## src/rtl/cpo_pkg.sv

```systemverilog
// Package for the circle pair overlap unit: widths, stage counts and the
// request structures passed between pipeline stages. No dependencies.
`timescale 1ns / 1ps
package cpo_pkg;
    localparam int CoordW  = 24;
    localparam int RadW    = 16;
    localparam int MagW    = 17;
    localparam int D2W     = 2 * MagW;
    localparam int RemSqW  = MagW + 1;
    localparam int RemDivW = MagW + 1;
    localparam int NormW   = 16;
    localparam int DepthW  = 17;
    localparam int SqrtStages = MagW;
    localparam int DivStages  = NormW;
    localparam logic [D2W:0] Dist2MinExcl = (D2W + 1)'(6);

    typedef struct packed {
        logic [D2W-1:0]    d2;
        logic [RemSqW-1:0] rem;
        logic [MagW-1:0]   root;
        logic [MagW-1:0]   mx;
        logic [MagW-1:0]   my;
        logic              sx;
        logic              sy;
        logic [MagW-1:0]   rs;
        logic              ov;
    } cpo_sq_t;

    typedef struct packed {
        logic [RemDivW-1:0] remx;
        logic [RemDivW-1:0] remy;
        logic [NormW-1:0]   qx;
        logic [NormW-1:0]   qy;
        logic [MagW-1:0]    dist_root;
        logic               sx;
        logic               sy;
        logic [MagW-1:0]    rs;
        logic               ov;
    } cpo_dv_t;
endpackage

```

## src/rtl/cpo_div_stage.sv

```systemverilog
// One quotient bit of both normal components by restoring division.
// Depends on cpo_pkg.
`timescale 1ns / 1ps
module cpo_div_stage
    import cpo_pkg::*;
(
    input  logic    clk,
    input  logic    rst_n,
    input  logic    en,
    input  logic    in_valid,
    input  cpo_dv_t in_data,
    output logic    out_valid,
    output cpo_dv_t out_data
);
    logic valid_reg;
    cpo_dv_t data_reg, data_next;
    logic [RemDivW-1:0] dd, rx, ry;
    logic bx, by;

    assign dd = RemDivW'(in_data.dist_root);
    assign bx = in_data.remx >= dd;
    assign by = in_data.remy >= dd;
    assign rx = bx ? in_data.remx - dd : in_data.remx;
    assign ry = by ? in_data.remy - dd : in_data.remy;

    always_comb
    begin
        data_next = in_data;
        data_next.remx = {rx[RemDivW-2:0], 1'b0};
        data_next.remy = {ry[RemDivW-2:0], 1'b0};
        data_next.qx   = {in_data.qx[NormW-2:0], bx};
        data_next.qy   = {in_data.qy[NormW-2:0], by};
    end

    always_ff @(posedge clk or negedge rst_n)
    begin
        if (!rst_n)
        begin
            valid_reg <= 1'b0;
        end
        else if (en)
        begin
            valid_reg <= in_valid;
        end
    end

    always_ff @(posedge clk)
    begin
        if (en)
        begin
            data_reg <= data_next;
        end
    end

    assign out_valid = valid_reg;
    assign out_data  = data_reg;
endmodule

```

## config.mk

```make
export PLATFORM = sky130hd
export DESIGN_NAME = cpo_div_stage
export DESIGN_NICKNAME = d
export VERILOG_FILES = /design/src/rtl/cpo_pkg.sv /design/src/rtl/cpo_div_stage.sv
export SDC_FILE = /design/constraint.sdc
export NUM_CORES = 1
export LEC_CHECK = 0
export BUFFER_PORTS_ARGS = -buffer_cell sky130_fd_sc_hd__buf_2
export CORE_MARGIN = 2
export CORE_UTILIZATION = 31
export DETAILED_ROUTE_END_ITERATION = 8
export GPL_ROUTABILITY_DRIVEN = 0
export GPL_TIMING_DRIVEN = 0
export PLACE_DENSITY = 0.57
export SETUP_SLACK_MARGIN = 0.1
export SLEW_MARGIN = 5
export SYNTH_ARGS = -nofsm -noshare
export SYNTH_HDL_FRONTEND = slang
export SYNTH_SLANG_ARGS = --single-unit
```

## constraint.sdc

```tcl
create_clock -name clk -period 1.4 [get_ports clk]
set_input_delay 0.28 -clock clk [delete_from_list [all_inputs] [get_ports clk]]
set_output_delay 0.28 -clock clk [all_outputs]
set_load 0.1 [all_outputs]
```

==> impl_metrics.tcl <==
set metrics [dict create \
    fin_ws_ps -790 \
    synth.area.mux_share_pct 4.84 \
    postSynthAreaPerCell_sq_um 12.7 \
    final.setup_skew_ps 0 \
    preCtsSetupSlack_ps -1540 \
    power_per_cell_area_nw_per_um2 1370 \
    drv_cap 0 \
    hold_end "out_data[65]$_DFFE_PP_" \
    ff2ff_path_depth 1 \
    cts_tree "done" \
    slowest_delay_ps 420 \
    synth_cell_types 63 \
    io_buffers 210 \
    synth_most_common_cell "edfxtp_1" \
    core_sq_um 17200 \
    layout.nets 829 \
    numClockSinks 104 \
    die_y_um 136 \
    antenna_found_initial 2 \
    synth_seq_cells 104 \
    synth_flop_cell "edfxtp_1" \
    period_share_pct 156 \
    drt-wirelength-per-cell_um 17.5 \
    yosysWarnings 0 \
    seq_area_frac_synth_pct 57.4 \
    start_util_pct 31.5 \
    syn_area_sq_um 5430 \
    drt-total-wl_mm 16.0 \
    setup_violations 36 \
    synth_xor_area_share_pct 3.07 \
    p_sw_share_pct 41.5 \
    nFillCells 1557 \
    path_cells "buf_12, inv_12, ha_4, inv_2, fa_2, a21oi_4, o211ai_1, a221oi_2, a31oi_1, xnor2_1, mux2_4" \
    rr_endpoint "out_valid$_DFFE_PN0P_" \
    r2r_slack_ps 640 \
    peakVddDrop_mv 0.708 \
    p_comb_share_pct 43.3 \
    drt_first_pass_iters 5 \
    grt_max_degree 73 \
    yosys.area_share.simple_pct 8.41 \
    status "finished, violations left" \
    finalPower_w 0.0115 \
    async_reset_ff_share_pct 0.962 \
    placed_area_sq_um 6910 \
    netSwitchingPower_w 0.00477 \
    reg2reg_from "out_valid$_DFFE_PN0P_" \
    clock_path_buffers 2 \
    htree_levels 3 \
    synthToLayoutAreaGrowth_pct 54.1 \
    io_pins 215 \
    netlist_instances 426 \
    synth_top_family_by_area "compound AO/OA/AOI/OAI gates" \
    final_cell_area_sq_um 8360 \
    synthAdderAreaFrac_pct 8.58 \
    diodes 0 \
    rsz0062_at_grt "true" \
    worstSetupPathType "input pin to flip-flop" \
    cp-start-kind "input pin" \
    clk_pin_slew_ps 70 \
    grt_first_pass_wirelength_mm 23.0 \
    period_minus_slack_ps 2190 \
    slowest_stage "a221oi_2" \
    whs_path_depth 1 \
    drive_above_1_share_pct 55.2 \
    hold_viol_final 0 \
    tns_ps -24280 \
    fp.dieW_um 136 \
    via_per_inst 4.92 \
    worstPathArrival_ps 2290 \
    intPower_w 0.00671 \
    grtUsageTotal_pct 16.4 \
    worstSkewPairLatency_ps 350 \
    cts_buffers 9 \
    p_seq_share_pct 34.2 \
    power_frac_clock_pct 22.4 \
    placementRows 48 \
    crit_fanout 3 \
    leakagePower_nw 3.51 \
    endpoint_kind "flip-flop" \
    required_ps 1500 \
    synth_top_area_share_pct 57.0 \
    min_path_type "input pin to flip-flop" \
    vias 4500 \
    synth_compound_area_share_pct 14.4 \
    detail-route-antenna-nets 0 \
    drc_errors 0 \
    final_max_slew_viol_count 0 \
    violations "setup timing" \
    min_from "in_data[64]" \
    grt_pass1_vias 4415 \
    grt-ovfl-total 0 \
    yosys-top-cells-count "103 x edfxtp_1, 34 x ha_1, 33 x nand2_1" \
    fmax_mhz 457 \
    worst_pin_slew_ps 696 \
    drt_first_iter_violations 181 \
    yosys-top-cells-area "edfxtp_1 57%, ha_1 7.8%, mux2_2 3.7%" \
    die-area_sq_um 18600 \
    synth_area_leader_cell "edfxtp_1" \
    slew_headroom_pct 53.6 \
    clock-root-buffer "clkbuf_16" \
    dp_hpwl_mm 11.9 \
    synth-edff-count 103 \
]
==> per-layer routing <==
layer | global-route usage (%) | wire, um | up-vias | share of wire [%]
li1 | - | - | 2133 | -
met1 | 18.1 | 6030 | 2137 | 38
met2 | 30.0 | 8400 | 194 | 52
met3 | 3.91 | 1160 | 32 | 7.2
met4 | 7.06 | 387 | 4 | 2.4
met5 | 0 | 27 | - | 0.17
==> flip-flops by register name, indices dropped and copies added (netlist names) <==
register / flops
out_data: 103
out_valid: 1
==> critical path: cells and delay by family <==
family	cells	cell delay (ps)
fa+ha+maj	2	490
buf+inv	3	190
compound gates	4	880
mux	1	270
xor+xnor	1	160
==> power by group through the flow <==
stage,Combinational (W),Sequential (W),Clock [W]
floorplan,0.00104,0.00636,0
global placement,0.00420,0.00398,0
detailed placement,0.00424,0.00398,0
CTS,0.00476,0.00393,0.00266
global route,0.00518,0.00396,0.00278
finish,0.00497,0.00393,0.00258
==> through the flow <==
step,hold WS (ps),cells,util (%)
5_1_grt,81.9,914,48.5
4_1_cts,88.1,904,46.6
6_report,103,914,48.5
3_5_place_dp,56.9,863,40.1
2_1_floorplan,-15.6,427,-
3_3_place_gp,53.9,862,39.9
==> cells by family (layout without fill, tap and decap cells) <==
| kind of cell | Yosys count | in the layout |
|---|---|---|
| buf+inv | 38 | 300 |
| compound gates | 112 | 112 |
| simple gates | 94 | 94 |
| fa+ha+maj | 36 | 36 |
| other cells | 1 | 2 |
| flops | 104 | 104 |
| xor+xnor | 19 | 19 |
| mux | 22 | 22 |
==> final cells by class <==
| class | count | area (sq um) | share of cell area, % |
|---|---|---|---|
| Sequential cell | 104 | 3120 | 37.3 |
| Multi-Input combinational cell | 285 | 2640 | 31.6 |
| Timing Repair Buffer | 248 | 1780 | 21.3 |
| Tap cell | 225 | 282 | 3.37 |
| Clock buffer | 10 | 229 | 2.74 |
| Inverter | 27 | 144 | 1.72 |
| Buffer | 9 | 91.3 | 1.09 |
| Clock inverter | 6 | 76.3 | 0.913 |
==> timing repair <==
item | in CTS | in global routing
cloned | 2 | 1
buffers inserted | 23 | 13
hold buffers | 1 | 0
endpoints found under the hold margin | 1 | 0
pin swaps | 20 | 23
resized for setup | 171 | 63
setup endpoints to repair | 140 | 44
==> worst max path at each step <==
stage | start | endpoint | slack [ps] | depth (start not counted)
after global routing | in_data[21] | out_data[82]$_DFFE_PP_ | -840 | 10
after detailed placement | in_data[87] | out_data[98]$_DFFE_PP_ | -1540 | 13
after CTS | in_data[21] | out_data[79]$_DFFE_PP_ | -790 | 10
after global placement | in_data[87] | out_data[98]$_DFFE_PP_ | -1510 | 13
final | in_data[87] | out_data[104]$_DFFE_PP_ | -790 | 11
after floorplan | in_data[69] | out_data[78]$_DFFE_PP_ | -1000 | 11
==> cell usage in the layout, fill, tap and decap left out, types with 13 or more instances in the layout <==
cell,Yosys,layout
inv_1,25,15
buf_6,3,19
o21ai_0,19,13
ha_4,0,13
buf_4,2,124
nor2_1,17,15
edfxtp_1,103,103
xnor2_1,16,16
ha_1,34,16
a21o_1,15,14
a21oi_1,26,20
buf_2,1,100
nand2_1,33,26
No activity file was read; power rests on OpenSTA's default activity.
