<file path="src/rtl/cpo_pkg.sv">
// Package for the circle pair overlap unit: widths, stage counts and the
// request structures passed between pipeline stages. No dependencies.
`timescale 1ns / 1ps
package cpo_pkg;
    localparam int CoordW  = 24;
    localparam int RadW    = 16;
    localparam int MagW    = 17;
    localparam int D2W     = 2 * MagW;
    localparam int RemSqW  = MagW + 1;
    localparam int RemDivW = MagW + 1;
    localparam int NormW   = 16;
    localparam int DepthW  = 17;
    localparam int SqrtStages = MagW;
    localparam int DivStages  = NormW;
    localparam logic [D2W:0] Dist2MinExcl = (D2W + 1)'(6);

    typedef struct packed {
        logic [D2W-1:0]    d2;
        logic [RemSqW-1:0] rem;
        logic [MagW-1:0]   root;
        logic [MagW-1:0]   mx;
        logic [MagW-1:0]   my;
        logic              sx;
        logic              sy;
        logic [MagW-1:0]   rs;
        logic              ov;
    } cpo_sq_t;

    typedef struct packed {
        logic [RemDivW-1:0] remx;
        logic [RemDivW-1:0] remy;
        logic [NormW-1:0]   qx;
        logic [NormW-1:0]   qy;
        logic [MagW-1:0]    dist_root;
        logic               sx;
        logic               sy;
        logic [MagW-1:0]    rs;
        logic               ov;
    } cpo_dv_t;
endpackage

</file>
<file path="src/rtl/cpo_front.sv">
// Front end: differences, magnitudes, squares and the overlap test over
// four register stages. Depends on cpo_pkg.
`timescale 1ns / 1ps
module cpo_front
    import cpo_pkg::*;
(
    input  logic                     clk,
    input  logic                     rst_n,
    input  logic                     en,
    input  logic                     in_valid,
    input  logic signed [CoordW-1:0] ax,
    input  logic signed [CoordW-1:0] ay,
    input  logic [RadW-1:0]          ar,
    input  logic signed [CoordW-1:0] bx,
    input  logic signed [CoordW-1:0] by,
    input  logic [RadW-1:0]          br,
    output logic                     out_valid,
    output cpo_sq_t                  out_data
);
    logic [3:0] vld_reg;
    logic signed [CoordW:0] dx_reg, dy_reg, dx_next, dy_next;
    logic [MagW-1:0] rs1_reg, rs2_reg, rs3_reg;
    logic [MagW-1:0] mx_reg, my_reg, mx_next, my_next, mx3_reg, my3_reg;
    logic sx_reg, sy_reg, sx3_reg, sy3_reg, big_reg, big3_reg, big_next;
    logic [D2W-1:0] sqx_reg, sqy_reg, rsq_reg;
    logic [D2W:0] d2_sum;
    logic [CoordW:0] adx, ady;
    cpo_sq_t q_reg;

    assign dx_next = (CoordW + 1)'(bx) - (CoordW + 1)'(ax);
    assign dy_next = (CoordW + 1)'(by) - (CoordW + 1)'(ay);
    assign adx = dx_reg[CoordW] ? -dx_reg : dx_reg;
    assign ady = dy_reg[CoordW] ? -dy_reg : dy_reg;
    assign big_next = (adx[CoordW:MagW] != '0) || (ady[CoordW:MagW] != '0);
    assign mx_next = adx[MagW-1:0];
    assign my_next = ady[MagW-1:0];
    assign d2_sum = (D2W + 1)'(sqx_reg) + (D2W + 1)'(sqy_reg);

    always_ff @(posedge clk or negedge rst_n)
    begin
        if (!rst_n)
        begin
            vld_reg <= '0;
        end
        else if (en)
        begin
            vld_reg <= {vld_reg[2:0], in_valid};
        end
    end

    always_ff @(posedge clk)
    begin
        if (en)
        begin
            dx_reg   <= dx_next;
            dy_reg   <= dy_next;
            rs1_reg  <= MagW'(ar) + MagW'(br);
            mx_reg   <= mx_next;
            my_reg   <= my_next;
            sx_reg   <= dx_reg[CoordW];
            sy_reg   <= dy_reg[CoordW];
            big_reg  <= big_next;
            rs2_reg  <= rs1_reg;
            sqx_reg  <= mx_reg * mx_reg;
            sqy_reg  <= my_reg * my_reg;
            rsq_reg  <= rs2_reg * rs2_reg;
            mx3_reg  <= mx_reg;
            my3_reg  <= my_reg;
            sx3_reg  <= sx_reg;
            sy3_reg  <= sy_reg;
            big3_reg <= big_reg;
            rs3_reg  <= rs2_reg;
            q_reg.d2   <= d2_sum[D2W-1:0];
            q_reg.rem  <= '0;
            q_reg.root <= '0;
            q_reg.mx   <= mx3_reg;
            q_reg.my   <= my3_reg;
            q_reg.sx   <= sx3_reg;
            q_reg.sy   <= sy3_reg;
            q_reg.rs   <= rs3_reg;
            q_reg.ov   <= !big3_reg && (d2_sum < (D2W + 1)'(rsq_reg))
                          && (d2_sum > Dist2MinExcl);
        end
    end

    assign out_valid = vld_reg[3];
    assign out_data  = q_reg;
endmodule

</file>
<file path="config.mk">
export PLATFORM = sky130hd
export DESIGN_NAME = cpo_front
export DESIGN_NICKNAME = d
export VERILOG_FILES = /design/src/rtl/cpo_pkg.sv /design/src/rtl/cpo_front.sv
export SDC_FILE = /design/constraint.sdc
export NUM_CORES = 2
export LEC_CHECK = 0
export BUFFER_PORTS_ARGS = -buffer_cell sky130_fd_sc_hd__buf_2
export CORE_UTILIZATION = 60
export DETAILED_ROUTE_END_ITERATION = 8
export PLACE_DENSITY = 0.88
export REMOVE_ABC_BUFFERS = 1
export SYNTH_ARGS = -nofsm -noshare
export SYNTH_HDL_FRONTEND = slang
export SYNTH_SLANG_ARGS = --single-unit
</file>
<file path="constraint.sdc">
create_clock -name clk -period 8.35 [get_ports clk]
set_input_delay 0.4175 -clock clk [delete_from_list [all_inputs] [get_ports clk]]
set_output_delay 0.4175 -clock clk [all_outputs]
set_load 0.05 [all_outputs]
</file>
==> impl_metrics.json <==
{
  "crit_buf_inv": 5,
  "rows": 96,
  "n_antenna_cell": 0,
  "num_vias": 28400,
  "hp-class": "input port to register",
  "status": "finished, final reports clean",
  "grt_remaining_overflow": 0,
  "timing.fmax_mhz": 136,
  "whs_ns": 0.0633,
  "n_fill_cell": 5148,
  "crit_arrival_ns": 7.67,
  "drt-pass1-iter-count": 5,
  "min_from": "in_valid",
  "slew_viol_final": 0,
  "boundaryPins": 256,
  "drv_cap": 0,
  "post-place-ws_ns": 1.08,
  "die_w_um": 266,
  "die_area_um2": 70700,
  "yosys_warnings": 0,
  "grt_usage_pct": 25.6,
  "wl_met2_um": 43900,
  "yosysMostFrequentCell": "inv_1",
  "antenna_left": 0,
  "drive_gt1_share_pct": 7.82,
  "grt_pass1_vias": 30300,
  "synthesis.area_um2": 41800,
  "cts.repair.resized": 0,
  "clock-skew-final_ns": 0.0291,
  "min_period_ns": 7.34,
  "grt_start_max_net_pins": 155,
  "start_kind": "register",
  "top_layer": "met4",
  "cts_max_level": 2,
  "wl_met1_um": 34000,
  "hold_violations": 0,
  "ff2ff_setup_slack_ns": 1.01,
  "critPathTopFamily": "adder cells",
  "holdPathStages": 2,
  "worstReg2RegEnd": "rsq_reg[33]",
  "post_drt_via_cell_ratio": 5.47,
  "drc_errors": 0,
  "setup_viol": 0,
  "cts_tree": "built",
  "post_drt_wl_per_cell_um": 16.6,
  "synthArstFlopShare_pct": 1.10,
  "globalplace.congestion": 0.923,
  "crit_type": "register to register",
  "fin_ws_ns": 1.01,
  "endpoint_kind": "register",
  "clk_pin_slew_ns": 0.06,
  "wl_met3_um": 5600,
  "ys.flop_type": "edfxtp_1",
  "ys_types": 84,
  "path_cells": "inv_1 > nor2_1 > fa_1 > inv_1 > fa_1 > fa_1 > inv_1 > fa_1 > fa_1 > inv_1 > fa_1 > inv_1 > ha_1 > a21oi_1 > o21ai_0 > o41ai_1 > a31oi_1 > a211o_1 > a221o_1 > a21o_1 > a211oi_1 > a21oi_1 > xnor2_1",
  "r2r_start": "rs2_reg[11]",
  "path_max_fanout": 14,
  "antenna_found_initial": 0,
  "fin_setup_tns_ns": 0,
  "largest_reg_flops": 88,
  "synth-seq-area-share_pct": 26.0,
  "slowest_delay_ns": 0.72,
  "reg2reg_depth": 23,
  "ys_top_cells_by_count": "inv_1, fa_1, ha_1, edfxtp_1, nand2_1",
  "cts_made_buffers": 41,
  "place_inst": 5131,
  "grt_pass1_wl_um": 145000,
  "die_y_um": 266,
  "crit_slowest_cell": "edfxtp_1",
  "clockBufferDepth": 3,
  "drtIter0Drc": 1809,
  "syn_avg_cell_area_um2": 10.4,
  "placeableCoreArea_um2": 68700,
  "synthCells": 4038,
  "synth_top_area_share_pct": 27.5,
  "whs_endpoint": "vld_reg[0]",
  "insertion_delay_ns": 0.60,
  "clockRootBuffer": "clkbuf_16",
  "critPathRequiredTime_ns": 8.68,
  "fin_nets": 5412,
  "crit_top_cell": "fa_1",
  "rsz0062_at_grt": "false",
  "start_util_pct": 60.8,
  "relSlewSlack_pct": 30.8,
  "fin_cells": 5203,
  "ys_ff_latch": 363,
  "dpl.hpwl_um": 69000,
  "tightest_slew_ns": 1.03,
  "cts.sinks": 363,
  "synth_edf_count": 359,
  "io_buffers": 220,
  "yosysTopAreaCell": "fa_1",
  "wirelength_um": 86600,
  "min_period_over_period_pct": 87.9,
  "yosys-top-cells-area": "fa_1, edfxtp_1, ha_1",
  "syn2layout_area_growth_pct": 7.85
}
==> cells in the final DEF, fill, tap and decap left out, types with 18 or more instances in the layout <==
cell / synthesis / layout
a211oi_1: 18 / 18
conb_1: 1 / 35
a21oi_1: 141 / 141
and2_1: 160 / 160
o21ai_0: 81 / 81
a21o_1: 52 / 52
inv_1: 954 / 954
edfxtp_1: 359 / 359
nand2b_1: 21 / 21
ha_1: 462 / 462
xor2_1: 35 / 35
nor2_1: 141 / 141
and3_1: 28 / 28
o21a_1: 36 / 36
fa_1: 574 / 574
clkbuf_16: 0 / 41
nand2_1: 321 / 321
xnor2_1: 190 / 190
nand3_1: 40 / 40
nor3_1: 32 / 32
nor2b_1: 39 / 39
buf_2: 1 / 219
==> worst max path at each step <==
stage,startpoint,to,slack [ns],cells past startpoint
finish,rs2_reg[11],rsq_reg[33],1.01,23
global route,rs2_reg[11],rsq_reg[33],0.58,23
CTS,rs2_reg[11],rsq_reg[33],1.05,23
detailed placement,rs2_reg[11],rsq_reg[33],1.08,23
global placement,rs2_reg[11],rsq_reg[33],1.31,23
floorplan,rs2_reg[10],rsq_reg[33],1.85,22
==> layer usage <==
layer	track usage, %	up-vias
met5	0	-
met4	9.15	0
met3	4.05	238
met2	45.5	950
met1	31.5	14000
li1	-	13300
==> worst reg2reg max path: cells and delay by family, from the launching register on <==
family | cells | cell delay [ns]
fa+ha+maj | 7 | 3.17
flops | 1 | 0.72
buf+inv | 5 | 0.55
simple gates | 1 | 0.25
compound gates | 9 | 2.29
xor+xnor | 1 | 0.13
==> area by class of cell <==
class | instances | area [µm²] | area share (%)
clock buffer | 44 | 1040 | 2.30
tap | 931 | 1160 | 2.58
timing repair buffer | 227 | 1180 | 2.61
sequential | 363 | 10900 | 24.1
clock inverter | 27 | 274 | 0.608
inverter | 954 | 3580 | 7.94
multi-input combinational | 2657 | 27000 | 59.8
==> cell families (layout without fill, tap and decap cells) <==
group / count (synthesis) / after routing / synth area share [%]
buffers and inverters: 1052 / 1252 / 9.76
adder cells (fa/ha/maj): 1036 / 1036 / 41.3
AND/OR/NAND/NOR: 875 / 875 / 10.4
AO/OA/AOI/OAI: 478 / 478 / 7.59
flip-flops: 363 / 363 / 26.0
XOR/XNOR: 225 / 225 / 4.71
multiplexers: 8 / 8 / 0.216
other: 1 / 35 / 0.00897
==> per-stage QoR <==
step / utilization (%) / area, µm²
floorplan: - / 41400
global placement: 63.7 / 43800
detailed placement: 63.7 / 43800
CTS: 65.6 / 45100
global route: 65.6 / 45100
finish: 65.6 / 45100
==> repair_timing <==
action	4_1_cts	5_1_grt
setup buffers	0	0
endpoints found under the hold margin	4	0
hold buffers	1	0
Power is not shown: default switching activity piles up to over one toggle a cycle in this logic, so the estimate is an artifact.
