### src/rtl/cpo_pkg.sv
// Package for the circle pair overlap unit: widths, stage counts and the
// request structures passed between pipeline stages. No dependencies.
`timescale 1ns / 1ps
package cpo_pkg;
    localparam int CoordW  = 24;
    localparam int RadW    = 16;
    localparam int MagW    = 17;
    localparam int D2W     = 2 * MagW;
    localparam int RemSqW  = MagW + 1;
    localparam int RemDivW = MagW + 1;
    localparam int NormW   = 16;
    localparam int DepthW  = 17;
    localparam int SqrtStages = MagW;
    localparam int DivStages  = NormW;
    localparam logic [D2W:0] Dist2MinExcl = (D2W + 1)'(6);

    typedef struct packed {
        logic [D2W-1:0]    d2;
        logic [RemSqW-1:0] rem;
        logic [MagW-1:0]   root;
        logic [MagW-1:0]   mx;
        logic [MagW-1:0]   my;
        logic              sx;
        logic              sy;
        logic [MagW-1:0]   rs;
        logic              ov;
    } cpo_sq_t;

    typedef struct packed {
        logic [RemDivW-1:0] remx;
        logic [RemDivW-1:0] remy;
        logic [NormW-1:0]   qx;
        logic [NormW-1:0]   qy;
        logic [MagW-1:0]    dist_root;
        logic               sx;
        logic               sy;
        logic [MagW-1:0]    rs;
        logic               ov;
    } cpo_dv_t;
endpackage

### src/rtl/cpo_sqrt_stage.sv
// One digit of the integer square root; the radicand shifts two bits a stage.
// Depends on cpo_pkg.
`timescale 1ns / 1ps
module cpo_sqrt_stage
    import cpo_pkg::*;
(
    input  logic    clk,
    input  logic    rst_n,
    input  logic    en,
    input  logic    in_valid,
    input  cpo_sq_t in_data,
    output logic    out_valid,
    output cpo_sq_t out_data
);
    logic valid_reg;
    cpo_sq_t data_reg, data_next;
    logic [RemSqW+1:0] rem_sh, trial;

    assign rem_sh = {in_data.rem, in_data.d2[D2W-1:D2W-2]};
    assign trial  = {1'b0, in_data.root, 2'b01};

    always_comb
    begin
        data_next = in_data;
        data_next.d2 = {in_data.d2[D2W-3:0], 2'b00};
        if (rem_sh >= trial)
        begin
            data_next.rem  = RemSqW'(rem_sh - trial);
            data_next.root = {in_data.root[MagW-2:0], 1'b1};
        end
        else
        begin
            data_next.rem  = RemSqW'(rem_sh);
            data_next.root = {in_data.root[MagW-2:0], 1'b0};
        end
    end

    always_ff @(posedge clk or negedge rst_n)
    begin
        if (!rst_n)
        begin
            valid_reg <= 1'b0;
        end
        else if (en)
        begin
            valid_reg <= in_valid;
        end
    end

    always_ff @(posedge clk)
    begin
        if (en)
        begin
            data_reg <= data_next;
        end
    end

    assign out_valid = valid_reg;
    assign out_data  = data_reg;
endmodule

### config.mk
export PLATFORM = sky130hd
export DESIGN_NAME = cpo_sqrt_stage
export DESIGN_NICKNAME = d
export VERILOG_FILES = /design/src/rtl/cpo_pkg.sv /design/src/rtl/cpo_sqrt_stage.sv
export SDC_FILE = /design/constraint.sdc
export NUM_CORES = 1
export LEC_CHECK = 0
export ABC_AREA = 1
export BUFFER_PORTS_ARGS = -buffer_cell sky130_fd_sc_hd__buf_2
export CAP_MARGIN = 25
export CORE_MARGIN = 3
export CORE_UTILIZATION = 30
export DETAILED_ROUTE_END_ITERATION = 16
export PLACE_DENSITY_LB_ADDON = 0.2
export SKIP_LAST_GASP = 1
export SYNTH_ARGS = -nofsm -noshare
export SYNTH_HDL_FRONTEND = slang
export SYNTH_SLANG_ARGS = --single-unit
### constraint.sdc
create_clock -name clk -period 0.8 [get_ports clk]
set_input_delay 0.04 -clock clk [delete_from_list [all_inputs] [get_ports clk]]
set_output_delay 0.04 -clock clk [all_outputs]
set_load 0.01 [all_outputs]
==> results summary, run 1 <==
Setup repair after global routing could not meet its margin everywhere. Of the cells placed in the final design, the portion with a size suffix greater than 1 is between 50 and 60%. The leftover overflow at the end of global routing came out at 0. The TritonCTS clock tree is yes. The gate count of the mapped netlist is approximately 400. The maximum buffer depth of the clock tree came out at 2. The average wire per cell in the routed design came out at approximately 15 um. For this run, design rule violations remaining after detail routing come to 0. After legalization and detailed placement, the total HPWL measured about 12000 um. The first TritonRoute pass finished after 4 iterations.

Leaving out fill and tap cells, the most frequent cell in the layout is buf_2. The number of H-tree levels is 4. The share of total power in the clock network came out at 42.4%. Leaving out fill and tap cells, the most frequent cells in the layout are 236 x buf_2, 121 x edfxtp_1, 114 x dlygate4sd3_1. On the worst path, the slowest cell contributes a delay of 0.31 ns. The number of flops mapped to enable cells by yosys came out at 121.

The share of power burned in registers is around two fifths. The final design area excluding fillers came out at roughly 0.0096 sq mm. The flow ran to the end, but the final reports show violations. The arrival time of the worst setup path came out at between 1 and 1.5 ns.

The CTS clock-pin slew for the worst setup and hold paths came out at 0.06 ns. The worst register-to-register path has a setup slack of ~0.05 ns. Data on the critical path is required at its endpoint by 0.96 ns.

The launch instance of the worst register-to-register path is out_valid. The core footprint is around 0.017 sq mm. The slowest stage of the critical path is the ha_4 cell. The number of failing setup endpoints in the final timing report came out at roughly 140. The origin of the worst min-delay path is in_data[86].

The final setup TNS is -26.45 ns. After synthesis the netlist holds a flip-flop and latch count of ~120. The routed via count divided by cell count is 4.29. The class of the worst hold path is primary input to register. The number of top-level design ports is between 200 and 300. The internal power summed over all cells came out at 15300 uW. The signal on the critical path passes through buf_2 > ha_4 > nand2_4 > inv_4 > nand2_2 > nor2_1 > nand2_2 > nand3b_4 > nand2_4 > nand2_8 > inv_16 > nand2_2 > nand2_1.

The area added between synthesis and finish is 86.2%. Across every metal layer, demand over resource in global routing totals about 18%. The power per unit of standard cell area is about 2100 mW/mm^2. The final count of hold timing violations is 0. The global placer's final weighted congestion came out at a little over 0.9. The die footprint is between 0.015 and 0.02 sq mm. The latest clock arrival within the worst-skew pair came out at roughly 0.41 ns. The worst supply voltage drop on vdd came out at ~1.4 mV. The setup slack of the critical path after layout came out at -0.380 ns. The post-synth design cell area came out at between 0.005 and 0.006 sq mm. The height of the chip is 137 um. Entering global routing, the biggest net connects 22 pins. The max-capacitance violation count came out at 0. The net load switching power is 4980 uW.

The starting density of the core is between 30 and 40%. In this run, distinct cell masters in the synthesized netlist total 28. The classification of the worst setup path is primary input to register.

The site row count is between 40 and 50. The initial antenna violation count is 0. The final critical path takes up 147% of the cycle. After synthesis, the share of flip-flops with an asynchronous set or reset is less than 1%. In this run switching power makes up between 20% and 30% of total power.

The final net count is about 1000. The worst reg-to-reg path cell count came out at 1. The worst-case clock skew is 0 ns. The count of buffers inserted at the top-level ports came out at between 200 and 250. After detailed placement, the total cell area comes to between 0.007 and 0.008 sq mm.

The number of routed nets with antenna violations is 0. STA classifies the critical path endpoint as a register. The overall via count from detail_route came out at about 4700. The via count of the first global-routing pass came to approximately 5000.

The number of warnings issued by yosys is 0. The checks that failed: negative setup slack. The number of DRC violations after detailed-routing iteration 0 is ~210. The worst setup path is launched from a primary input. Among the stages of the critical path, the cell type that occurs most often is nand2_2. The utilization after layout came out at a little under three fifths. The path with the worst hold slack has its endpoint at out_data[88]. The first-pass GRT wire length is about 25000 um. Sequential elements use 71.2% of the synthesized area. The horizontal die dimension is ~140 um.

For this run, the leading register cell type out of synthesis is edfxtp_1. Static timing analysis puts the maximum clock frequency at between 800 and 900 MHz. The hold path depth came out at 4. The detailed-route wire length came out at roughly 17000 um. Counting every sink on the clock net gives 122. Buffers inserted during clock tree synthesis total 17. The number of pins exceeding their max-slew limit in the final report is 0. The final antenna diode count came out at 0. In this run the static leakage power is 0.00437 uW.

The maximum net fanout on the critical path is 16. The clock period minus final worst setup slack came out at approximately 1.2 ns. CTS placed an instance of clkbuf_16 at the clock tree root. The average footprint of a synthesized cell came out at approximately 13 sq um. The portion of total power attributed to combinational logic came out at roughly a fifth. The endpoint of the most critical register-to-register path is out_valid.
==> how the worst max path moves through the flow <==
stage               cells past startpoint        start  slack [ns]      endpoint
finish                                 13  in_data[80]       -0.38  out_data[79]
detailed placement                     13  in_data[54]       -0.91  out_data[87]
global placement                       12  in_data[63]       -0.86  out_data[85]
CTS                                    12  in_data[55]       -0.37  out_data[71]
floorplan                              13  in_data[54]       -0.70  out_data[86]
global route                           13  in_data[55]       -0.45  out_data[78]
==> power by group through the flow <==
| stage | clock [uW] | sequential (uW) | combinational, uW |
|---|---|---|---|
| 4_1_cts | 8780 | 7850 | 3790 |
| 5_1_grt | 9080 | 7890 | 4160 |
| 6_report | 8590 | 7850 | 3810 |
| 2_1_floorplan | 0 | 8310 | 1060 |
| 3_5_place_dp | 0 | 7970 | 3050 |
| 3_3_place_gp | 0 | 7970 | 3010 |
==> what timing repair did <==
item	in CTS	in global routing
buffers inserted	8	0
gates resized for setup	78	10
hold buffers	114	0
pin swaps	32	5
setup endpoints to repair	141	141
endpoints found under the hold margin	113	0
==> kinds of logic (layout without fill, tap and decap cells) <==
family / Yosys count / in the layout / synth area share (%)
mux: 1 / 1 / 0.219
simple gates: 174 / 174 / 14.9
buf+inv: 59 / 523 / 5.12
flops: 122 / 122 / 71.2
fa+ha+maj: 19 / 19 / 4.63
other cells: 1 / 2 / 0.0730
compound gates: 20 / 20 / 2.00
xor+xnor: 10 / 10 / 1.85
==> state kept, by name, indices dropped and copies added, names as in the netlist <==
name	flops
out_data	121
out_valid	1
==> critical path, delay by kind of cell <==
family | cells | cell delay (ns)
fa+ha+maj | 1 | 0.31
buf+inv | 3 | 0.26
simple gates | 9 | 0.71
==> Yosys cell counts, types with 2 or more instances <==
| master | instances | area, sq um |
|---|---|---|
| nand2_2 | 12 | 75.1 |
| buf_6 | 2 | 22.5 |
| nand2_4 | 2 | 22.5 |
| inv_2 | 3 | 11.3 |
| nand3b_1 | 5 | 37.5 |
| a21oi_1 | 14 | 70.1 |
| o21ai_0 | 3 | 15.0 |
| edfxtp_1 | 121 | 3630 |
| nor2_1 | 20 | 75.1 |
| inv_1 | 50 | 188 |
| ha_1 | 19 | 238 |
| nand3_1 | 18 | 90.1 |
| o21ai_1 | 2 | 10.0 |
| xor2_1 | 8 | 70.1 |
| buf_4 | 2 | 15.0 |
| nand2_1 | 113 | 424 |
==> area by class of cell <==
type                       count  area, sq um
clock buffer                  18          429
clock inverter                14          229
sequential                   122         3660
fill                        1334         7080
timing repair buffer         437         3090
multi-input combinational    226         1640
inverter                      54          239
tap                          220          275
==> routing by layer <==
layer | share of wire, % | GRT usage, %
met1 | 37 | 18.6
met2 | 54 | 33.8
met3 | 7.0 | 4.67
met4 | 2.2 | 6.87
met5 | 0 | 0
==> metrics by stage <==
step,power [uW],hold WS [ns],setup WS [ns],cells
CTS,20400,0.00347,-0.367,1091
finish,20200,0.0158,-0.380,1091
global route,21100,0.0259,-0.451,1091
global placement,11000,-0.185,-0.858,937
detailed placement,11000,-0.181,-0.906,937
floorplan,9370,-0.256,-0.701,407
No activity file was read; power rests on OpenSTA's default activity.
==> inputs of run 2 (changes only) <==
--- a/config.mk
+++ b/config.mk
@@ -12,6 +12,7 @@
 export CORE_UTILIZATION = 30
 export DETAILED_ROUTE_END_ITERATION = 16
 export PLACE_DENSITY_LB_ADDON = 0.2
+export REMOVE_ABC_BUFFERS = 1
 export SKIP_LAST_GASP = 1
 export SYNTH_ARGS = -nofsm -noshare
 export SYNTH_HDL_FRONTEND = slang
==> run 2 against run 1 <==
The flow still finishes with violations (negative setup slack); combinational power up 4%; utilization up 0.74 points; hold slack better by 0.010 ns; die area unchanged; final cell count up 0.18%; total power down 0.84%; largest cell class unchanged; largest power group unchanged; highest routed layer unchanged.
==> results summary, run 2 (synthesis gave the netlist of run 1 again) <==
RSZ-0062 raised after global routing: yes (unchanged). The number of DRC violations after detailed-routing iteration 0 came to 173 (was 212). The max-capacitance violation count is 0 (unchanged). The detailed-route wire length was 16000 um (was 16800 um). The height of the chip was 137 um (unchanged). List of cells traversed by the critical path: buf_8 > inv_4 > ha_4 > nand2_2 > or2_1 > nand2_2 > nand2_2 > nand3b_4 > nand2_4 > nand2_8 > buf_12 > xor2_2 (was buf_2 > ha_4 > nand2_4 > inv_4 > nand2_2 > nor2_1 > nand2_2 > nand3b_4 > nand2_4 > nand2_8 > inv_16 > nand2_2 > nand2_1). The worst-case clock skew came out at 0 ns (unchanged). The TritonCTS clock tree is yes (unchanged). The number of flip-flops under the largest register name came out at 121 (unchanged). The starting density of the core is 30.9% (unchanged). The number of buffers inserted during clock tree synthesis was 17 (unchanged). The via count of the first global-routing pass is 4783 (was 4957). The CTS clock-pin slew for the worst setup and hold paths is 0.06 ns (about the same). The element type at the critical path start was a primary input (unchanged). The cell leakage power is 0.00442 uW (was 0.00437 uW). The hold path depth is 2 (was 4). The required time of the critical path came out at 0.97 ns (was 0.96 ns).

The total iterations of the first detailed-routing run came out at 4 (unchanged). The critical path's most frequent cell is nand2_2 (unchanged). The initial antenna violation count came out at 1 (was 0).

The overall via count from detail_route was 4563 (was 4684). The power per unit of standard cell area came to 2070 mW/mm^2 (was 2120 mW/mm^2). Violations in the final reports: negative setup slack (unchanged). The period utilization came out at 156% (was 147%). The number of clock sinks is 122 (unchanged). The fraction of layout cells with a size suffix above 1 came out at 53.1% (was 52.2%). The worst hold margin was 0.0258 ns (was 0.0158 ns). The setup slack of the critical path after layout came to -0.447 ns (was -0.380 ns). The utilization after layout is 58.2% (was 57.4%). The arrival time of the worst setup path is 1.41 ns (was 1.34 ns).

The terminating pin of the worst hold path is out_data[85] (was out_data[88]). The DRC violations left is 0 (unchanged). The horizontal die dimension came out at 137 um (unchanged). The global placer's final weighted congestion came to 0.873 (was 0.919). The number of top-level design ports is 251 (unchanged). The cell with the biggest individual delay on the critical path is ha_4 (unchanged). The placed cell area was 0.00715 sq mm (was 0.00740 sq mm). The class of the worst hold path is primary input to register (unchanged). The area added between synthesis and finish is 88.5% (was 86.2%). The average wire per cell in the routed design came to 14.6 um (was 15.4 um). The leftover overflow at the end of global routing came to 0 (unchanged).

The half-perimeter wire length after detailed placement came to 11000 um (was 11900 um). The overall power consumption came out at 20100 uW (was 20200 uW). The clock period minus final worst setup slack came out at 1.25 ns (was 1.18 ns). The classification of the worst setup path was primary input to register (unchanged). The final count of hold timing violations came out at 0 (unchanged). The pin count of the biggest net entering global routing is 50 (was 22). The kind of end point of the critical path was a register (unchanged).

The site row count was 47 (unchanged). The endpoint of the most critical register-to-register path is out_valid (unchanged). The routed via count divided by cell count was 4.17 (was 4.29). The die footprint was 0.0187 sq mm (unchanged). The core footprint came out at 0.0166 sq mm (unchanged). The worst supply voltage drop on vdd came to 1.32 mV (was 1.37 mV). The maximum operating frequency was 802 MHz (was 847 MHz).

The final design area excluding fillers came to 0.00968 sq mm (was 0.00956 sq mm). The launch instance of the worst register-to-register path is out_valid (unchanged). The origin of the worst min-delay path is en (was in_data[86]). The total routing usage reported by global routing came out at 16.6% (was 17.8%).

The number of pins exceeding their max-slew limit in the final report came to 0 (unchanged). The register-to-register setup slack is 0.07 ns (was 0.05 ns). The maximum net fanout on the critical path came to 6 (was 16). The first-pass GRT wire length is 23700 um (was 25200 um).

Result of the run: complete, but fails checks (unchanged). The maximum buffer depth of the clock tree came to 2 (unchanged). The count of buffers inserted at the top-level ports came out at 248 (unchanged). The number of failing setup endpoints in the final timing report is 141 (unchanged). The worst reg-to-reg path cell count is 1 (unchanged).

The latest clock arrival within the worst-skew pair is 0.40 ns (was 0.41 ns). The largest stage delay on the critical path was 0.27 ns (was 0.31 ns). The master cell of the clock root buffer is clkbuf_16 (unchanged).

Most used cells in the layout excluding fill and tap cells: 229 x buf_2, 121 x edfxtp_1, 112 x dlygate4sd3_1 (was 236 x buf_2, 121 x edfxtp_1, 114 x dlygate4sd3_1). The most common cell after layout, fill and taps aside is buf_2 (unchanged). The final net count came to 1005 (was 1004). The final setup TNS is -26.15 ns (was -26.45 ns). The number of H-tree levels was 4 (unchanged).

The number of routed nets with antenna violations came to 0 (unchanged).
-- run 2: layout make-up --
type | instances | area [sq um]
Fill cell | 1361 | 6960
Timing Repair inverter | 1 | 11.3
Tap cell | 220 | 275
Multi-Input combinational cell | 226 | 1710
Sequential cell | 122 | 3660
Antenna cell | 1 | 2.50
Timing Repair Buffer | 437 | 3150
Inverter | 54 | 236
Clock buffer | 18 | 429
Clock inverter | 14 | 208
-- run 2: where the power goes --
group | internal, uW | leakage [uW] | switching (uW)
sequential | 7700 | 0.00120 | 137
combinational | 2040 | 0.00292 | 1940
clock | 5310 | 0.000305 | 2950
total | 15000 | 0.00442 | 5030
-- run 2: worst max path at each step --
stage / slack, ns / start / cells after the start / endpoint
6_report: -0.45 / in_data[55] / 12 / out_data[71]
4_1_cts: -0.43 / in_data[71] / 12 / out_data[88]
3_5_place_dp: -1.04 / in_data[63] / 11 / out_data[81]
5_1_grt: -0.48 / in_data[55] / 12 / out_data[71]
3_3_place_gp: -1.02 / in_data[63] / 11 / out_data[81]
2_1_floorplan: -0.82 / in_data[54] / 12 / out_data[88]
-- run 2: metrics by stage --
step                      setup WS, ns  instances
after global routing            -0.482       1093
after global placement           -1.02        935
after CTS                       -0.433       1090
after detailed placement         -1.04        935
after floorplan                 -0.823        402
final                           -0.447       1093
-- run 2: routing by layer --
| layer | global-route usage, % | vias to the layer above | wire (um) |
|---|---|---|---|
| li1 | - | 2282 | - |
| met1 | 17.9 | 2105 | 6020 |
| met2 | 31.2 | 162 | 8690 |
| met3 | 4.23 | 14 | 1110 |
| met4 | 5.88 | 0 | 162 |
| met5 | 0 | - | 0 |
-- run 2: what timing repair did --
item | 4_1_cts | 5_1_grt
endpoints found under the hold margin | 110 | 1
setup buffers | 10 | 2
cloned | 2 | 0
setup endpoints to repair | 141 | 141
hold buffers | 111 | 1
pin swaps | 23 | 27
resized for setup | 101 | 45
-- run 2: worst max-delay path: cells and delay by family --
family	cells	cell delay, ns
simple gates	7	0.77
xor+xnor	1	0.05
fa+ha+maj	1	0.27
buf+inv	3	0.26
==> inputs of run 3 (changes only) <==
--- a/config.mk
+++ b/config.mk
@@ -8,7 +8,7 @@
 export ABC_AREA = 1
 export BUFFER_PORTS_ARGS = -buffer_cell sky130_fd_sc_hd__buf_2
 export CAP_MARGIN = 25
-export CORE_MARGIN = 3
+export CORE_MARGIN = 5
 export CORE_UTILIZATION = 30
 export DETAILED_ROUTE_END_ITERATION = 16
 export PLACE_DENSITY_LB_ADDON = 0.2
==> constraint.sdc (replaced) <==
create_clock -name clk -period 1.05 [get_ports clk]
set_input_delay 0.0525 -clock clk [delete_from_list [all_inputs] [get_ports clk]]
set_output_delay 0.0525 -clock clk [all_outputs]
set_load 0.01 [all_outputs]
==> run 3 against run 2 <==
The run still ends with negative setup slack left; critical path type unchanged; total power down 26%; setup slack better by 0.23 ns; highest routed layer unchanged; utilization down 1.8 points; clock power down 27%; first-iteration DRC count up 8.1%; die area up 5.9%; wire length up 4.4%; clock-buffer cell count unchanged; largest cell class unchanged; register-to-register slack better by 0.21 ns; largest power group unchanged.
==> results summary, run 3 (synthesis gave the netlist of run 1 again) <==
The number of flip-flops under the largest register name came out at 121 (unchanged). The master cell of the clock root buffer is clkbuf_16 (unchanged). The final net count was 996 (was 1005). The latest clock arrival within the worst-skew pair is 0.42 ns (was 0.40 ns). The final design area excluding fillers is 0.00941 sq mm (was 0.00968 sq mm). The final antenna diode count is 0 (was 1).

The DRC violations left is 0 (unchanged). The overall via count from detail_route is 4581 (was 4563). The maximum buffer depth of the clock tree came out at 2 (unchanged). The max-capacitance violation count came out at 0 (unchanged). The half-perimeter wire length after detailed placement came to 11500 um (was 11000 um). The leftover overflow at the end of global routing came out at 0 (unchanged).

The TritonCTS clock tree is yes (unchanged). The class of the worst hold path is primary input to register (unchanged). The first-pass GRT wire length is 24900 um (was 23700 um). The cell leakage power is 0.00432 uW (was 0.00442 uW). The cell total after placement is 932 (was 935). The horizontal die dimension came out at 141 um (was 137 um). The power per unit of standard cell area came out at 1580 mW/mm^2 (was 2070 mW/mm^2). The site row count came to 47 (unchanged).

The overall power consumption came out at 14900 uW (was 20100 uW). The final count of hold timing violations is 0 (unchanged). The worst-case clock skew is 0 ns (unchanged). The area of the multi-input gates was 0.00163 sq mm (was 0.00171 sq mm). The die footprint came to 0.0198 sq mm (was 0.0187 sq mm). The maximum net fanout on the critical path is 7 (was 6). The detailed-routed wire length on met2 is 8760 um (was 8690 um).

The global placer's final weighted congestion is 0.862 (was 0.873). The via count of the first global-routing pass is 4770 (was 4783). The area added between synthesis and finish came to 83.2% (was 88.5%). Result of the run: complete, but fails checks (unchanged).

The classification of the worst setup path is primary input to register (unchanged). The total iterations of the first detailed-routing run is 4 (unchanged). Most used cells in the layout excluding fill and tap cells: 242 x buf_2, 121 x edfxtp_1, 111 x dlygate4sd3_1 (was 229 x buf_2, 121 x edfxtp_1, 112 x dlygate4sd3_1). The wire length on met3 came to 1220 um (was 1110 um). The kind of end point of the critical path is a register (unchanged). The number of non-filler instances in the completed layout is 1083 (was 1093).

The count of fill cells added during filler insertion came out at 1420 (was 1361). The setup slack of the critical path after layout came out at -0.222 ns (was -0.447 ns). The total area of sequential cells is 0.00366 sq mm (unchanged). The core footprint is 0.0167 sq mm (was 0.0166 sq mm).

The number of routed nets with antenna violations is 0 (unchanged). The fraction of layout cells with a size suffix above 1 came out at 52.0% (was 53.1%). The number of H-tree levels came out at 4 (unchanged).

The required time of the critical path is 1.22 ns (was 0.97 ns). The pin count of the biggest net entering global routing is 52 (was 50). The worst supply voltage drop on vdd is 1.10 mV (was 1.32 mV). The length of routed wiring on met1 is 6270 um (was 6020 um). For this run, the top clock speed supported by timing is around 790 MHz. The height of the chip came out at 141 um (was 137 um).

The count of buffers inserted at the top-level ports is 248 (unchanged). The placed cell area is 0.00712 sq mm (was 0.00715 sq mm). The most common cell after layout, fill and taps aside was buf_2 (unchanged).

The number of top-level design ports came out at 251 (unchanged). The number of buffers inserted during clock tree synthesis is 17 (unchanged). The uppermost signal routing layer after detailed routing is met4 (unchanged). The total routing usage reported by global routing came out at 16.2% (was 16.6%). The number of failing setup endpoints in the final timing report came out at 19 (was 141). The arrival time of the worst setup path is 1.45 ns (was 1.41 ns).

The routed via count divided by cell count is 4.23 (was 4.17). The average wire per cell in the routed design came out at 15.4 um (was 14.6 um). Violations in the final reports: negative setup slack (unchanged). The detailed-route wire length is 16700 um (was 16000 um). The initial antenna violation count is 0 (was 1). The element type at the critical path start is a primary input (unchanged).

The final setup TNS came to -3.68 ns (was -26.15 ns). RSZ-0062 raised after global routing: yes (unchanged). The starting density of the core came out at 30.7% (was 30.9%).

The number of pins exceeding their max-slew limit in the final report is 0 (unchanged). The clock period minus final worst setup slack came out at roughly 1.3 ns. The number of DRC violations after detailed-routing iteration 0 is 187 (was 173).

The number of clock sinks came out at 122 (unchanged). The utilization after layout was 56.3% (was 58.2%). The CTS clock-pin slew for the worst setup and hold paths is 0.06 ns (about the same). The worst path uses 121% of the clock period.
[run 3: through the flow]
step / setup slack (ns) / hold WS (ns)
finish: -0.222 / 0.0152
global route: -0.293 / 0.0256
CTS: -0.198 / 0.000568
detailed placement: -0.822 / -0.171
global placement: -0.806 / -0.172
floorplan: -0.585 / -0.243
[run 3: path summary, 6_finish.rpt]
path / startpoint / end / slack [ns] / depth (start not counted)
max: in_data[55] / out_data[71] / -0.22 / 12
min: in_data[85] / out_data[87] / 0.02 / 4
max reg2reg: out_valid / out_valid / 0.28 / 1
min reg2reg: out_valid / out_valid / 0.55 / 1
max in group asynchronous: rst_n / out_valid / 0.45 / 3
min in group asynchronous: rst_n / out_valid / 0.48 / 3
[run 3: layer usage]
| metal | up-vias | track usage [%] |
|---|---|---|
| met4 | 0 | 6.73 |
| met5 | - | 0 |
| li1 | 2257 | - |
| met1 | 2101 | 17.7 |
| met3 | 31 | 4.13 |
| met2 | 192 | 29.7 |
[run 3: what timing repair did]
| action | CTS | global route |
|---|---|---|
| hold endpoints to repair | 109 | 1 |
| buffers inserted | 0 | 4 |
| cloned | 0 | 4 |
| gates resized for setup | 26 | 77 |
| endpoints found under the setup margin | 22 | 26 |
| hold buffers | 110 | 1 |
| pin swaps | 1 | 27 |
[run 3: worst max-delay path, cell delays in order]
cell	delay, ns
buf_8	0.07
inv_4	0.03
ha_4	0.27
nand2_2	0.05
or2_1	0.23
nand2_2	0.13
nand2_2	0.08
nand3b_4	0.09
nand2_4	0.07
nand2_8	0.17
buf_12	0.15
xor2_2	0.06
[run 3: where the power goes]
| part | internal (uW) | switching (uW) | leakage, uW | total, uW |
|---|---|---|---|---|
| Sequential | 5870 | 107 | 0.00120 | 5980 |
| Clock | 3790 | 2260 | 0.000298 | 6050 |
| Combinational | 1460 | 1430 | 0.00282 | 2890 |
[run 3: layout make-up]
type	count	area share, %
Clock buffer	18	4.56
Clock inverter	14	1.95
Inverter	54	2.38
Multi-Input combinational cell	226	17.3
Sequential cell	122	38.9
Tap cell	220	2.93
Timing Repair Buffer	428	31.8
Timing Repair inverter	1	0.120
